$ cat src/sv/eps_pkg.sv
`default_nettype none
// ----------------------------------------------------------------------------
// eps_pkg
// types, widths, microcode program and control encodings of the potential sum
// ----------------------------------------------------------------------------
package eps_pkg;

    localparam int POS_W     = 24;
    localparam int CHG_W     = 16;
    localparam int D_W       = POS_W + 1;
    localparam int D2_W      = 2 * D_W;
    localparam int ROOT_W    = D2_W / 2;
    localparam int REM_W     = ROOT_W + 2;
    localparam int QUO_W     = CHG_W + 28;
    localparam int FRAC_SH   = 28;
    localparam int SUM_W     = 48;
    localparam int SCALE_W   = 32;
    localparam int HALF_W    = SCALE_W / 2;
    localparam int PROD_W    = SUM_W + D_W;
    localparam int SACC_W    = 64;
    localparam int CFG_IDX_W = 3;
    localparam int CFG_DAT_W = 32;
    localparam int PC_W      = 4;
    localparam int CNT_W     = 6;
    localparam int SQRT_ITER = ROOT_W;
    localparam int DIV_ITER  = QUO_W;

    localparam logic [SUM_W-1:0] SUM_MAX = {1'b0, {(SUM_W-1){1'b1}}};
    localparam logic [SUM_W-1:0] SUM_MIN = {1'b1, {(SUM_W-1){1'b0}}};

    localparam logic [POS_W-1:0]   CENTER_RESET = '0;
    localparam logic [SCALE_W-1:0] SCALE_RESET  = SCALE_W'(65536);

    typedef enum logic [CFG_IDX_W-1:0] {
        REG_CENTER_X = 3'd0,
        REG_CENTER_Y = 3'd1,
        REG_CENTER_Z = 3'd2,
        REG_SCALE    = 3'd3,
        REG_ENABLE   = 3'd4
    } eps_reg_t;

    typedef enum logic [3:0] {
        OP_NOP,
        OP_SQ_X,
        OP_SQ_Y,
        OP_SQ_Z,
        OP_SQRT_INIT,
        OP_SQRT_STEP,
        OP_DIV_INIT,
        OP_DIV_STEP,
        OP_ACCUM,
        OP_ZERO,
        OP_MUL_HI,
        OP_MUL_LO,
        OP_EMIT
    } eps_op_t;

    typedef enum logic [2:0] {
        C_NEXT,
        C_LOOP,
        C_IF_ZERO,
        C_LAST_ELSE_END,
        C_END
    } eps_cond_t;

    typedef enum logic {
        SEQ_IDLE,
        SEQ_RUN
    } eps_seq_state_t;

    typedef struct packed {
        eps_op_t           op;
        eps_cond_t         cond;
        logic [PC_W-1:0]   target;
        logic              load_cnt;
        logic [CNT_W-1:0]  iter;
    } eps_uword_t;

    typedef struct packed {
        logic d2_zero;
        logic last;
        logic emit_ok;
    } eps_stat_t;

    localparam logic [PC_W-1:0] S_SQ_X      = 4'd0;
    localparam logic [PC_W-1:0] S_SQ_Y      = 4'd1;
    localparam logic [PC_W-1:0] S_SQ_Z      = 4'd2;
    localparam logic [PC_W-1:0] S_SQRT_INIT = 4'd3;
    localparam logic [PC_W-1:0] S_SQRT      = 4'd4;
    localparam logic [PC_W-1:0] S_DIV_INIT  = 4'd5;
    localparam logic [PC_W-1:0] S_DIV       = 4'd6;
    localparam logic [PC_W-1:0] S_ACCUM     = 4'd7;
    localparam logic [PC_W-1:0] S_MUL_HI    = 4'd8;
    localparam logic [PC_W-1:0] S_MUL_LO    = 4'd9;
    localparam logic [PC_W-1:0] S_EMIT      = 4'd10;
    localparam logic [PC_W-1:0] S_ZERO      = 4'd11;

    function automatic eps_uword_t eps_rom(input logic [PC_W-1:0] addr);
        eps_uword_t w;
        w = '{OP_NOP, C_END, '0, 1'b0, '0};
        case (addr)
            S_SQ_X:      w = '{OP_SQ_X, C_NEXT, '0, 1'b0, '0};
            S_SQ_Y:      w = '{OP_SQ_Y, C_NEXT, '0, 1'b0, '0};
            S_SQ_Z:      w = '{OP_SQ_Z, C_NEXT, '0, 1'b0, '0};
            S_SQRT_INIT: w = '{OP_SQRT_INIT, C_IF_ZERO, S_ZERO, 1'b1,
                               CNT_W'(SQRT_ITER - 1)};
            S_SQRT:      w = '{OP_SQRT_STEP, C_LOOP, '0, 1'b0, '0};
            S_DIV_INIT:  w = '{OP_DIV_INIT, C_NEXT, '0, 1'b1, CNT_W'(DIV_ITER - 1)};
            S_DIV:       w = '{OP_DIV_STEP, C_LOOP, '0, 1'b0, '0};
            S_ACCUM:     w = '{OP_ACCUM, C_LAST_ELSE_END, S_MUL_HI, 1'b0, '0};
            S_MUL_HI:    w = '{OP_MUL_HI, C_NEXT, '0, 1'b0, '0};
            S_MUL_LO:    w = '{OP_MUL_LO, C_NEXT, '0, 1'b0, '0};
            S_EMIT:      w = '{OP_EMIT, C_END, '0, 1'b0, '0};
            S_ZERO:      w = '{OP_ZERO, C_LAST_ELSE_END, S_MUL_HI, 1'b0, '0};
            default:     w = '{OP_NOP, C_END, '0, 1'b0, '0};
        endcase
        return w;
    endfunction

endpackage
`default_nettype wire

$ cat src/sv/eps_in_if.sv
`default_nettype none
// ----------------------------------------------------------------------------
// eps_in_if
// charge word channel: charge, position and end-of-run mark
// ----------------------------------------------------------------------------
interface eps_in_if;

    logic                            valid;
    logic                            ready;
    logic [eps_pkg::CHG_W-1:0]       charge;
    logic [eps_pkg::POS_W-1:0]       pos_x;
    logic [eps_pkg::POS_W-1:0]       pos_y;
    logic [eps_pkg::POS_W-1:0]       pos_z;
    logic                            last;

    modport source (
        output valid, charge, pos_x, pos_y, pos_z, last,
        input  ready
    );

    modport sink (
        input  valid, charge, pos_x, pos_y, pos_z, last,
        output ready
    );

endinterface
`default_nettype wire

$ cat src/sv/eps_out_if.sv
`default_nettype none
// ----------------------------------------------------------------------------
// eps_out_if
// result word channel: scaled potential and run flags
// ----------------------------------------------------------------------------
interface eps_out_if;

    logic                        valid;
    logic                        ready;
    logic [eps_pkg::SUM_W-1:0]   potential;
    logic                        zero_distance_seen;
    logic                        saturated;

    modport source (
        output valid, potential, zero_distance_seen, saturated,
        input  ready
    );

    modport sink (
        input  valid, potential, zero_distance_seen, saturated,
        output ready
    );

endinterface
`default_nettype wire

$ cat src/sv/eps_seq.sv
`default_nettype none
// ----------------------------------------------------------------------------
// eps_seq
// microcode sequencer: step counter, loop counter and conditional jumps
// ----------------------------------------------------------------------------
module eps_seq (
    input  wire logic                clk,
    input  wire logic                rst_n,
    input  wire logic                start,
    input  wire eps_pkg::eps_stat_t  stat,
    output eps_pkg::eps_op_t         op,
    output logic                     busy
);

    eps_pkg::eps_seq_state_t         state_reg, state_next;
    logic [eps_pkg::PC_W-1:0]        pc_reg, pc_next;
    logic [eps_pkg::CNT_W-1:0]       cnt_reg, cnt_next;
    eps_pkg::eps_uword_t             uw;
    logic                            stall;

    assign uw   = eps_pkg::eps_rom(pc_reg);
    assign busy = (state_reg == eps_pkg::SEQ_RUN);

    always_ff @(posedge clk or negedge rst_n)
    begin
        if (!rst_n)
        begin
            state_reg <= eps_pkg::SEQ_IDLE;
            pc_reg    <= '0;
            cnt_reg   <= '0;
        end
        else
        begin
            state_reg <= state_next;
            pc_reg    <= pc_next;
            cnt_reg   <= cnt_next;
        end
    end

    always_comb
    begin
        state_next = state_reg;
        pc_next    = pc_reg;
        cnt_next   = cnt_reg;
        op         = eps_pkg::OP_NOP;
        stall      = (uw.op == eps_pkg::OP_EMIT) && !stat.emit_ok;
        case (state_reg)
            eps_pkg::SEQ_IDLE:
            begin
                if (start)
                begin
                    state_next = eps_pkg::SEQ_RUN;
                    pc_next    = eps_pkg::S_SQ_X;
                end
            end
            eps_pkg::SEQ_RUN:
            begin
                if (!stall)
                begin
                    op = uw.op;
                    if (uw.load_cnt)
                    begin
                        cnt_next = uw.iter;
                    end
                    case (uw.cond)
                        eps_pkg::C_NEXT:
                        begin
                            pc_next = pc_reg + 1'b1;
                        end
                        eps_pkg::C_LOOP:
                        begin
                            if (cnt_reg != '0)
                            begin
                                cnt_next = cnt_reg - 1'b1;
                            end
                            else
                            begin
                                pc_next = pc_reg + 1'b1;
                            end
                        end
                        eps_pkg::C_IF_ZERO:
                        begin
                            pc_next = stat.d2_zero ? uw.target : pc_reg + 1'b1;
                        end
                        eps_pkg::C_LAST_ELSE_END:
                        begin
                            if (stat.last)
                            begin
                                pc_next = uw.target;
                            end
                            else
                            begin
                                state_next = eps_pkg::SEQ_IDLE;
                            end
                        end
                        default:
                        begin
                            state_next = eps_pkg::SEQ_IDLE;
                        end
                    endcase
                end
            end
            default:
            begin
                state_next = eps_pkg::SEQ_IDLE;
            end
        endcase
    end

endmodule
`default_nettype wire

$ cat src/sv/eps_dp.sv
`default_nettype none
// ----------------------------------------------------------------------------
// eps_dp
// datapath: offsets, shared multiplier, bit-serial root and divide,
// saturating sum and result register
// ----------------------------------------------------------------------------
module eps_dp (
    input  wire logic                            clk,
    input  wire logic                            rst_n,
    input  wire logic                            load,
    input  wire logic                            clear,
    input  wire eps_pkg::eps_op_t                op,
    input  wire logic [eps_pkg::CHG_W-1:0]       charge,
    input  wire logic [eps_pkg::POS_W-1:0]       pos_x,
    input  wire logic [eps_pkg::POS_W-1:0]       pos_y,
    input  wire logic [eps_pkg::POS_W-1:0]       pos_z,
    input  wire logic                            last,
    input  wire logic [eps_pkg::POS_W-1:0]       center_x,
    input  wire logic [eps_pkg::POS_W-1:0]       center_y,
    input  wire logic [eps_pkg::POS_W-1:0]       center_z,
    input  wire logic [eps_pkg::SCALE_W-1:0]     scale_recip,
    input  wire logic                            out_ready,
    output eps_pkg::eps_stat_t                   stat,
    output logic                                 out_valid,
    output logic [eps_pkg::SUM_W-1:0]            potential,
    output logic                                 zero_distance_seen,
    output logic                                 saturated
);

    localparam int D_W    = eps_pkg::D_W;
    localparam int D2_W   = eps_pkg::D2_W;
    localparam int ROOT_W = eps_pkg::ROOT_W;
    localparam int REM_W  = eps_pkg::REM_W;
    localparam int QUO_W  = eps_pkg::QUO_W;
    localparam int SUM_W  = eps_pkg::SUM_W;
    localparam int PROD_W = eps_pkg::PROD_W;
    localparam int SACC_W = eps_pkg::SACC_W;
    localparam int CHG_W  = eps_pkg::CHG_W;
    localparam int HALF_W = eps_pkg::HALF_W;

    // payload
    logic [CHG_W-1:0]   q_reg, q_next;
    logic [D_W-1:0]     dx_reg, dx_next, dy_reg, dy_next, dz_reg, dz_next;
    logic               last_reg, last_next;
    logic [D2_W-1:0]    d2_reg, d2_next;
    logic [D2_W-1:0]    work_reg, work_next;
    logic [REM_W-1:0]   rem_reg, rem_next;
    logic [ROOT_W-1:0]  root_reg, root_next;
    logic [SACC_W-1:0]  sacc_reg, sacc_next;
    logic [SUM_W-1:0]   pot_reg, pot_next;
    logic               pzero_reg, pzero_next, psat_reg, psat_next;

    // run state
    logic [SUM_W-1:0]   sum_reg, sum_next;
    logic               zero_flag_reg, zero_flag_next;
    logic               sat_flag_reg, sat_flag_next;
    logic               out_valid_reg, out_valid_next;

    logic [SUM_W-1:0]   mul_a;
    logic [D_W-1:0]     mul_b;
    logic [PROD_W-1:0]  prod;
    logic [D_W-1:0]     abs_dx, abs_dy, abs_dz;
    logic [CHG_W-1:0]   abs_q;
    logic [SUM_W-1:0]   abs_sum;
    logic [REM_W+1:0]   sq_rem, sq_trial;
    logic [ROOT_W:0]    dv_rem;
    logic [QUO_W-1:0]   quo;
    logic [SUM_W:0]     term, sum_ext;

    assign abs_dx  = dx_reg[D_W-1] ? D_W'(~dx_reg + 1'b1) : dx_reg;
    assign abs_dy  = dy_reg[D_W-1] ? D_W'(~dy_reg + 1'b1) : dy_reg;
    assign abs_dz  = dz_reg[D_W-1] ? D_W'(~dz_reg + 1'b1) : dz_reg;
    assign abs_q   = q_reg[CHG_W-1] ? CHG_W'(~q_reg + 1'b1) : q_reg;
    assign abs_sum = sum_reg[SUM_W-1] ? SUM_W'(~sum_reg + 1'b1) : sum_reg;

    // shared multiplier
    always_comb
    begin
        mul_a = '0;
        mul_b = '0;
        case (op)
            eps_pkg::OP_SQ_X:
            begin
                mul_a = SUM_W'(abs_dx);
                mul_b = abs_dx;
            end
            eps_pkg::OP_SQ_Y:
            begin
                mul_a = SUM_W'(abs_dy);
                mul_b = abs_dy;
            end
            eps_pkg::OP_SQ_Z:
            begin
                mul_a = SUM_W'(abs_dz);
                mul_b = abs_dz;
            end
            eps_pkg::OP_MUL_HI:
            begin
                mul_a = abs_sum;
                mul_b = D_W'(scale_recip[2*HALF_W-1:HALF_W]);
            end
            eps_pkg::OP_MUL_LO:
            begin
                mul_a = abs_sum;
                mul_b = D_W'(scale_recip[HALF_W-1:0]);
            end
            default:
            begin
                mul_a = '0;
                mul_b = '0;
            end
        endcase
    end

    assign prod = PROD_W'(mul_a) * PROD_W'(mul_b);

    // one root bit per step
    assign sq_rem   = {rem_reg, work_reg[D2_W-1:D2_W-2]};
    assign sq_trial = {2'b00, root_reg, 2'b01};

    // one quotient bit per step
    assign dv_rem = {rem_reg[ROOT_W-1:0], work_reg[QUO_W-1]};
    assign quo    = work_reg[QUO_W-1:0];

    assign term    = q_reg[CHG_W-1] ? (~(SUM_W+1)'(quo) + 1'b1) : (SUM_W+1)'(quo);
    assign sum_ext = {sum_reg[SUM_W-1], sum_reg} + term;

    always_comb
    begin
        q_next         = q_reg;
        dx_next        = dx_reg;
        dy_next        = dy_reg;
        dz_next        = dz_reg;
        last_next      = last_reg;
        d2_next        = d2_reg;
        work_next      = work_reg;
        rem_next       = rem_reg;
        root_next      = root_reg;
        sacc_next      = sacc_reg;
        pot_next       = pot_reg;
        pzero_next     = pzero_reg;
        psat_next      = psat_reg;
        sum_next       = sum_reg;
        zero_flag_next = zero_flag_reg;
        sat_flag_next  = sat_flag_reg;
        out_valid_next = out_valid_reg && !out_ready;

        if (load)
        begin
            q_next    = charge;
            dx_next   = {pos_x[eps_pkg::POS_W-1], pos_x}
                      - {center_x[eps_pkg::POS_W-1], center_x};
            dy_next   = {pos_y[eps_pkg::POS_W-1], pos_y}
                      - {center_y[eps_pkg::POS_W-1], center_y};
            dz_next   = {pos_z[eps_pkg::POS_W-1], pos_z}
                      - {center_z[eps_pkg::POS_W-1], center_z};
            last_next = last;
        end

        if (clear)
        begin
            sum_next       = '0;
            zero_flag_next = 1'b0;
            sat_flag_next  = 1'b0;
        end

        case (op)
            eps_pkg::OP_SQ_X:
            begin
                d2_next = D2_W'(prod);
            end
            eps_pkg::OP_SQ_Y, eps_pkg::OP_SQ_Z:
            begin
                d2_next = d2_reg + D2_W'(prod);
            end
            eps_pkg::OP_SQRT_INIT:
            begin
                work_next = d2_reg;
                rem_next  = '0;
                root_next = '0;
            end
            eps_pkg::OP_SQRT_STEP:
            begin
                work_next = {work_reg[D2_W-3:0], 2'b00};
                if (sq_rem >= sq_trial)
                begin
                    rem_next  = REM_W'(sq_rem - sq_trial);
                    root_next = {root_reg[ROOT_W-2:0], 1'b1};
                end
                else
                begin
                    rem_next  = REM_W'(sq_rem);
                    root_next = {root_reg[ROOT_W-2:0], 1'b0};
                end
            end
            eps_pkg::OP_DIV_INIT:
            begin
                work_next = D2_W'({abs_q, {eps_pkg::FRAC_SH{1'b0}}});
                rem_next  = '0;
            end
            eps_pkg::OP_DIV_STEP:
            begin
                if (dv_rem >= {1'b0, root_reg})
                begin
                    rem_next  = REM_W'(dv_rem - {1'b0, root_reg});
                    work_next = D2_W'({work_reg[QUO_W-2:0], 1'b1});
                end
                else
                begin
                    rem_next  = REM_W'(dv_rem);
                    work_next = D2_W'({work_reg[QUO_W-2:0], 1'b0});
                end
            end
            eps_pkg::OP_ACCUM:
            begin
                if (sum_ext[SUM_W] != sum_ext[SUM_W-1])
                begin
                    sum_next      = sum_ext[SUM_W] ? eps_pkg::SUM_MIN : eps_pkg::SUM_MAX;
                    sat_flag_next = 1'b1;
                end
                else
                begin
                    sum_next = sum_ext[SUM_W-1:0];
                end
            end
            eps_pkg::OP_ZERO:
            begin
                zero_flag_next = 1'b1;
            end
            eps_pkg::OP_MUL_HI:
            begin
                sacc_next = SACC_W'(prod);
            end
            eps_pkg::OP_MUL_LO:
            begin
                sacc_next = sacc_reg + SACC_W'(prod >> HALF_W);
            end
            eps_pkg::OP_EMIT:
            begin
                pzero_next = zero_flag_reg;
                psat_next  = sat_flag_reg;
                if (!sum_reg[SUM_W-1])
                begin
                    if (sacc_reg[SACC_W-1:SUM_W-1] != '0)
                    begin
                        pot_next  = eps_pkg::SUM_MAX;
                        psat_next = 1'b1;
                    end
                    else
                    begin
                        pot_next = sacc_reg[SUM_W-1:0];
                    end
                end
                else
                begin
                    if ((sacc_reg[SACC_W-1:SUM_W] != '0)
                        || (sacc_reg[SUM_W-1] && (sacc_reg[SUM_W-2:0] != '0)))
                    begin
                        pot_next  = eps_pkg::SUM_MIN;
                        psat_next = 1'b1;
                    end
                    else
                    begin
                        pot_next = SUM_W'(~sacc_reg[SUM_W-1:0] + 1'b1);
                    end
                end
                out_valid_next = 1'b1;
                sum_next       = '0;
                zero_flag_next = 1'b0;
                sat_flag_next  = 1'b0;
            end
            default:
            begin
            end
        endcase
    end

    always_ff @(posedge clk)
    begin
        q_reg     <= q_next;
        dx_reg    <= dx_next;
        dy_reg    <= dy_next;
        dz_reg    <= dz_next;
        last_reg  <= last_next;
        d2_reg    <= d2_next;
        work_reg  <= work_next;
        rem_reg   <= rem_next;
        root_reg  <= root_next;
        sacc_reg  <= sacc_next;
        pot_reg   <= pot_next;
        pzero_reg <= pzero_next;
        psat_reg  <= psat_next;
    end

    always_ff @(posedge clk or negedge rst_n)
    begin
        if (!rst_n)
        begin
            sum_reg       <= '0;
            zero_flag_reg <= 1'b0;
            sat_flag_reg  <= 1'b0;
            out_valid_reg <= 1'b0;
        end
        else
        begin
            sum_reg       <= sum_next;
            zero_flag_reg <= zero_flag_next;
            sat_flag_reg  <= sat_flag_next;
            out_valid_reg <= out_valid_next;
        end
    end

    assign stat.d2_zero        = (d2_reg == '0);
    assign stat.last           = last_reg;
    assign stat.emit_ok        = !out_valid_reg || out_ready;
    assign out_valid           = out_valid_reg;
    assign potential           = pot_reg;
    assign zero_distance_seen  = pzero_reg;
    assign saturated           = psat_reg;

endmodule
`default_nettype wire

$ cat src/sv/electrostatic_potential_sum.sv
`default_nettype none
// ----------------------------------------------------------------------------
// electrostatic_potential_sum
// sums charge / distance to a configured center over a run of point charges
//
// charges: one word per point charge (charge, pos_x/y/z, last). ready is high
//   only while the sequencer is idle; one word is taken at a time.
// results: one word per run, on the word marked last, carrying the scaled
//   sum and the run's zero-distance and saturation flags.
// cfg: write enable, register index and data; write only while idle.
// steps: each charge word runs 3 square steps, 25 root steps,
//   44 divide steps, set-up and sum steps, all through one sequencer.
//   A last word adds the high and low scaling steps and the result step;
//   a word on the center skips the root, divide and sum steps.
// while a result waits on a stalled receiver, the next run proceeds; only
//   the next result step holds until the output register is free.
// a word taken while disabled gives no result and clears the run.
// reset: centers 0, scale 1.0, enabled, sum and flags clear, no result held.
// ----------------------------------------------------------------------------
module electrostatic_potential_sum (
    input  wire logic                              clk,
    input  wire logic                              rst_n,
    eps_in_if.sink                                 charges,
    eps_out_if.source                              results,
    input  wire logic                              cfg_wr_en,
    input  wire logic [eps_pkg::CFG_IDX_W-1:0]     cfg_index,
    input  wire logic [eps_pkg::CFG_DAT_W-1:0]     cfg_data
);

    logic [eps_pkg::POS_W-1:0]    center_x_reg, center_x_next;
    logic [eps_pkg::POS_W-1:0]    center_y_reg, center_y_next;
    logic [eps_pkg::POS_W-1:0]    center_z_reg, center_z_next;
    logic [eps_pkg::SCALE_W-1:0]  scale_reg, scale_next;
    logic                         enable_reg, enable_next;

    logic                         seq_busy;
    logic                         accept;
    logic                         start;
    eps_pkg::eps_op_t             seq_op;
    eps_pkg::eps_stat_t           stat;

    always_comb
    begin
        center_x_next = center_x_reg;
        center_y_next = center_y_reg;
        center_z_next = center_z_reg;
        scale_next    = scale_reg;
        enable_next   = enable_reg;
        if (cfg_wr_en)
        begin
            case (eps_pkg::eps_reg_t'(cfg_index))
                eps_pkg::REG_CENTER_X: center_x_next = cfg_data[eps_pkg::POS_W-1:0];
                eps_pkg::REG_CENTER_Y: center_y_next = cfg_data[eps_pkg::POS_W-1:0];
                eps_pkg::REG_CENTER_Z: center_z_next = cfg_data[eps_pkg::POS_W-1:0];
                eps_pkg::REG_SCALE:    scale_next    = cfg_data[eps_pkg::SCALE_W-1:0];
                eps_pkg::REG_ENABLE:   enable_next   = cfg_data[0];
                default:
                begin
                end
            endcase
        end
    end

    always_ff @(posedge clk or negedge rst_n)
    begin
        if (!rst_n)
        begin
            center_x_reg <= eps_pkg::CENTER_RESET;
            center_y_reg <= eps_pkg::CENTER_RESET;
            center_z_reg <= eps_pkg::CENTER_RESET;
            scale_reg    <= eps_pkg::SCALE_RESET;
            enable_reg   <= 1'b1;
        end
        else
        begin
            center_x_reg <= center_x_next;
            center_y_reg <= center_y_next;
            center_z_reg <= center_z_next;
            scale_reg    <= scale_next;
            enable_reg   <= enable_next;
        end
    end

    assign charges.ready = !seq_busy;
    assign accept        = charges.valid && !seq_busy;
    assign start         = accept && enable_reg;

    eps_seq u_seq (
        .clk   (clk),
        .rst_n (rst_n),
        .start (start),
        .stat  (stat),
        .op    (seq_op),
        .busy  (seq_busy)
    );

    eps_dp u_dp (
        .clk                (clk),
        .rst_n              (rst_n),
        .load               (start),
        .clear              (accept && !enable_reg),
        .op                 (seq_op),
        .charge             (charges.charge),
        .pos_x              (charges.pos_x),
        .pos_y              (charges.pos_y),
        .pos_z              (charges.pos_z),
        .last               (charges.last),
        .center_x           (center_x_reg),
        .center_y           (center_y_reg),
        .center_z           (center_z_reg),
        .scale_recip        (scale_reg),
        .out_ready          (results.ready),
        .stat               (stat),
        .out_valid          (results.valid),
        .potential          (results.potential),
        .zero_distance_seen (results.zero_distance_seen),
        .saturated          (results.saturated)
    );

    // an enabled word always starts the program
    a_start_runs: assert property (@(posedge clk) disable iff (!rst_n)
        start |=> seq_busy)
        else $error("program did not start after an enabled word");

    // a result word only appears from the result step
    a_emit_source: assert property (@(posedge clk) disable iff (!rst_n)
        $rose(results.valid) |-> $past(seq_op == eps_pkg::OP_EMIT))
        else $error("result word raised outside the result step");

    // a word taken while disabled produces nothing
    a_disabled_silent: assert property (@(posedge clk) disable iff (!rst_n)
        (accept && !enable_reg && !results.valid) |=> !results.valid)
        else $error("result word produced while disabled");

endmodule
`default_nettype wire

$ cat src/flat_wrapper.sv
// flat-port wrapper written by rule: the top's interface ports become plain ports
module electrostatic_potential_sum_flat 
  (clk, rst_n, cfg_wr_en, cfg_index, cfg_data, charges_valid, charges_charge, charges_pos_x, charges_pos_y, charges_pos_z, charges_last, charges_ready, results_valid, results_potential, results_zero_distance_seen, results_saturated, results_ready);
  eps_in_if charges_i ();
  eps_out_if results_i ();
  input  wire logic clk;
  input  wire logic rst_n;
  input  wire logic cfg_wr_en;
  input  wire logic [eps_pkg::CFG_IDX_W-1:0] cfg_index;
  input  wire logic [eps_pkg::CFG_DAT_W-1:0] cfg_data;
  input wire logic [$bits(charges_i.valid)-1:0] charges_valid;
  input wire logic [$bits(charges_i.charge)-1:0] charges_charge;
  input wire logic [$bits(charges_i.pos_x)-1:0] charges_pos_x;
  input wire logic [$bits(charges_i.pos_y)-1:0] charges_pos_y;
  input wire logic [$bits(charges_i.pos_z)-1:0] charges_pos_z;
  input wire logic [$bits(charges_i.last)-1:0] charges_last;
  output wire logic [$bits(charges_i.ready)-1:0] charges_ready;
  output wire logic [$bits(results_i.valid)-1:0] results_valid;
  output wire logic [$bits(results_i.potential)-1:0] results_potential;
  output wire logic [$bits(results_i.zero_distance_seen)-1:0] results_zero_distance_seen;
  output wire logic [$bits(results_i.saturated)-1:0] results_saturated;
  input wire logic [$bits(results_i.ready)-1:0] results_ready;
  assign charges_i.valid = charges_valid;
  assign charges_i.charge = charges_charge;
  assign charges_i.pos_x = charges_pos_x;
  assign charges_i.pos_y = charges_pos_y;
  assign charges_i.pos_z = charges_pos_z;
  assign charges_i.last = charges_last;
  assign charges_ready = charges_i.ready;
  assign results_valid = results_i.valid;
  assign results_potential = results_i.potential;
  assign results_zero_distance_seen = results_i.zero_distance_seen;
  assign results_saturated = results_i.saturated;
  assign results_i.ready = results_ready;
  electrostatic_potential_sum u_core (.clk(clk), .rst_n(rst_n), .charges(charges_i), .results(results_i), .cfg_wr_en(cfg_wr_en), .cfg_index(cfg_index), .cfg_data(cfg_data));
endmodule
$ cat config.mk
export PLATFORM = sky130hd
export DESIGN_NAME = electrostatic_potential_sum_flat
export DESIGN_NICKNAME = d
export VERILOG_FILES = /design/src/sv/eps_pkg.sv /design/src/sv/eps_in_if.sv /design/src/sv/eps_out_if.sv /design/src/sv/eps_seq.sv /design/src/sv/eps_dp.sv /design/src/sv/electrostatic_potential_sum.sv /design/src/flat_wrapper.sv
export SDC_FILE = /design/constraint.sdc
export NUM_CORES = 2
export LEC_CHECK = 0
export ABC_AREA = 1
export BUFFER_PORTS_ARGS = -buffer_cell sky130_fd_sc_hd__buf_2
export CORE_MARGIN = 2
export CORE_UTILIZATION = 29
export CTS_CLUSTER_DIAMETER = 40
export CTS_CLUSTER_SIZE = 20
export DETAILED_ROUTE_END_ITERATION = 12
export PLACE_DENSITY = 0.46
export SYNTH_ARGS = -nofsm -noshare
export SYNTH_HDL_FRONTEND = slang
export SYNTH_SLANG_ARGS = --single-unit
$ cat constraint.sdc
create_clock -name clk -period 30 [get_ports clk]
set_clock_uncertainty 0.2 [all_clocks]
set_input_delay 4.5 -clock clk [delete_from_list [all_inputs] [get_ports clk]]
set_output_delay 4.5 -clock clk [all_outputs]
set_load 0.005 [all_outputs]
==> summary.txt <==
Global route
  • Global-route usage over all layers: 23.8%
  • First-pass GRT wire length: 529000 um
  • Vias in the first global route: 79200
  • Overflow after GRT: 0
  • Largest net degree at the start of global routing: 80
  • Initial antenna violation count: 31

Logic synthesis
  • Top cells by count, synth: nand2_1, inv_1, nor2_1
  • Post-synth EDFFs: 358
  • Mapped Cells: 11600
  • Ys flop type: edfxtp_1
  • Synth cell types: 61
  • Area leader, netlist: fa_1
  • Async SR Flop Fraction: 31.8%
  • Synth Register Bits: 525
  • Ys Warns: 0
  • Mapped Avg Cell Area: 7.33 um^2
  • Ranking of synthesized cells by area: fa_1, edfxtp_1, nand2_1
  • Synthesized area: 85200 um^2
  • Top cell type's share of synthesized area: 24.9%
  • Most numerous cell in the Yosys netlist: nand2_1
  • Sequential cell area fraction in the yosys report: 17.5%

Clocking
  • CTS Buffer Depth: 4
  • Hold_buf cts: 0
  • Worst skew pair latency: 890 ps
  • H-tree Lvls: 3
  • Clk slew on worst S/H paths: 50 ps
  • CTS tree: built
  • Clock root buffer: clkbuf_16
  • CTS Buf Count: 123
  • Post-CTS Setup Inserts: 0
  • CTS resizes: 0
  • CTS sink cnt: 525

Finish
  • Synth-to-Final Area Change: 12.1%
  • Area of the multi-input gates: 61000 um^2
  • Layout Utilization: 32.6%
  • Final net count: 13700
  • Fin area: 95500 um^2
  • Fillers: 32300
  • Fraction of layout cells with a size suffix above 1: 5.59%
  • Max FFs per register: 64
  • Reg area: 14900 um^2

Floorplanning
  • Initial Util: 29.1%
  • # IOs: 181
  • Die height: 546 um
  • Die width: 546 um
  • Std cell rows: 199
  • Core ar.: 293000 um^2
  • Die Area: 298000 um^2

Critical path
  • Worst path arrival time: 16000 ps
  • CP required: 30370 ps
  • Slowest cell delay on critical path: 780 ps
  • Worst Setup End Kind: flop
  • Setup Crit Path Kind: in2reg
  • Critical Path Start Type: input port
  • CP Max Fanout: 22
  • Crit-path most repeated cell: nand2_1
  • Slowest cell on the critical path: nand2_1

Timing
  • Fin crit period: 15630 ps
  • Fin crit share: 52.1%
  • Setup_tns: 0 ps
  • Pin slew with the least headroom to its limit: 1200 ps
  • Slew Viols, Final: 0
  • Max Clock Freq: 64.0 MHz
  • Unrepaired setup endpoints after global routing: no
  • Final Hold Viols: 0
  • # setup viols final: 0
  • Worst slew margin: 20.0%

Drt
  • DR vias/cell: 4.93
  • DR iter-0 viols: 6931
  • DRC viols: 0
  • Detail Route Antenna Nets: 0
  • DR vias: 78800
  • Routed Wire Length: 359000 um
  • TritonRoute pass-1 iters: 6
  • WL/cell: 22.5 um

Place
  • Detailed-placement wirelength estimate: 297000 um
  • Port-buffer cells: 180
  • Post-DP Area: 91200 um^2
  • Gpl congestion: 0.982

Flow run
  • Max_cap viols: 0

Hold path
  • Hold WC Path Type: reg2reg

Run status
  • Status: complete, no violations
==> cell type report <==
type,instances,share of cell area (%)
multi-input cells,8709,63.9
flip-flops and latches,525,15.6
inverters,2329,9.17
well taps,3919,5.14
clock buffers,139,3.37
repair buffers,277,1.71
clock inverters,88,1.11
diodes,5,0.0131
==> metrics by stage <==
stage	hold slack, ps	setup slack (ps)	instances
final	262	14370	16000
after global routing	263	13890	16000
after CTS	260	14680	16000
after detailed placement	250	13850	15800
after global placement	247	13890	15800
after floorplan	226	16900	11800
==> cell usage in the layout, fill, tap and decap left out, drive strengths merged, types with 45 or more instances in the layout <==
cell,n
nand4,167
buf,277
o21ai,618
dfrtp,165
nand3b,45
nand3,592
xor2,243
xnor2,120
nor3,118
ha,504
a21oi,496
clkbuf,139
o211ai,63
fa,1062
inv,2351
nand2,2861
nor4,55
conb,222
edfxtp,358
o21bai,75
nor2,1239
==> kinds of logic (layout without fill, tap and decap cells) <==
group,Yosys count,in the layout,synth area share [%]
fa+ha+maj,1566,1566,32.3
flops,525,525,17.5
buf+inv,2613,2833,12.0
xor+xnor,363,363,3.73
compound gates,1404,1404,9.12
mux,8,8,0.106
simple gates,5146,5146,25.2
other cells,2,227,0.00881
==> path summary, 6_finish.rpt <==
check                                                      start                                  endpoint  slack, ps  depth (start not counted)
max                                                results_ready        u_core.u_dp.sacc_reg[59]$_DFFE_PP_      14370                         46
min                        u_core.u_dp.zero_flag_reg$_DFFE_PN0P_  u_core.u_dp.zero_distance_seen$_DFFE_PP_        260                          0
max reg2reg                   u_core.u_seq.pc_reg[0]$_DFFE_PN0P_        u_core.u_dp.sacc_reg[59]$_DFFE_PP_      16610                         45
min reg2reg                u_core.u_dp.zero_flag_reg$_DFFE_PN0P_  u_core.u_dp.zero_distance_seen$_DFFE_PP_        260                          0
max in group asynchronous                                  rst_n       u_core.u_dp.sum_reg[47]$_DFFE_PN0P_      24290                          3
min in group asynchronous                                  rst_n       u_core.center_y_reg[19]$_DFFE_PN0P_       3530                          1
==> worst max-delay path: cells and delay by family <==
family	cells	cell delay, ps
adders and majority gates	9	4430
and+or+nand+nor	20	3830
AOI/OAI and AO/OA	6	2150
buffers and inverters	11	1020
==> layer usage <==
layer | vias to the layer above | wire length, um | part of all wire, % | global-route usage (%)
met5 | - | 126 | 0.035 | 0
met3 | 533 | 26500 | 7.4 | 4.06
met4 | 18 | 13600 | 3.8 | 7.96
li1 | 36700 | - | - | -
met1 | 38900 | 161000 | 45 | 33.0
met2 | 2658 | 158000 | 44 | 37.5
Power is left out: the tool's default activity adds up to more than one toggle a clock period on the data nets, which glitch-free logic cannot reach.
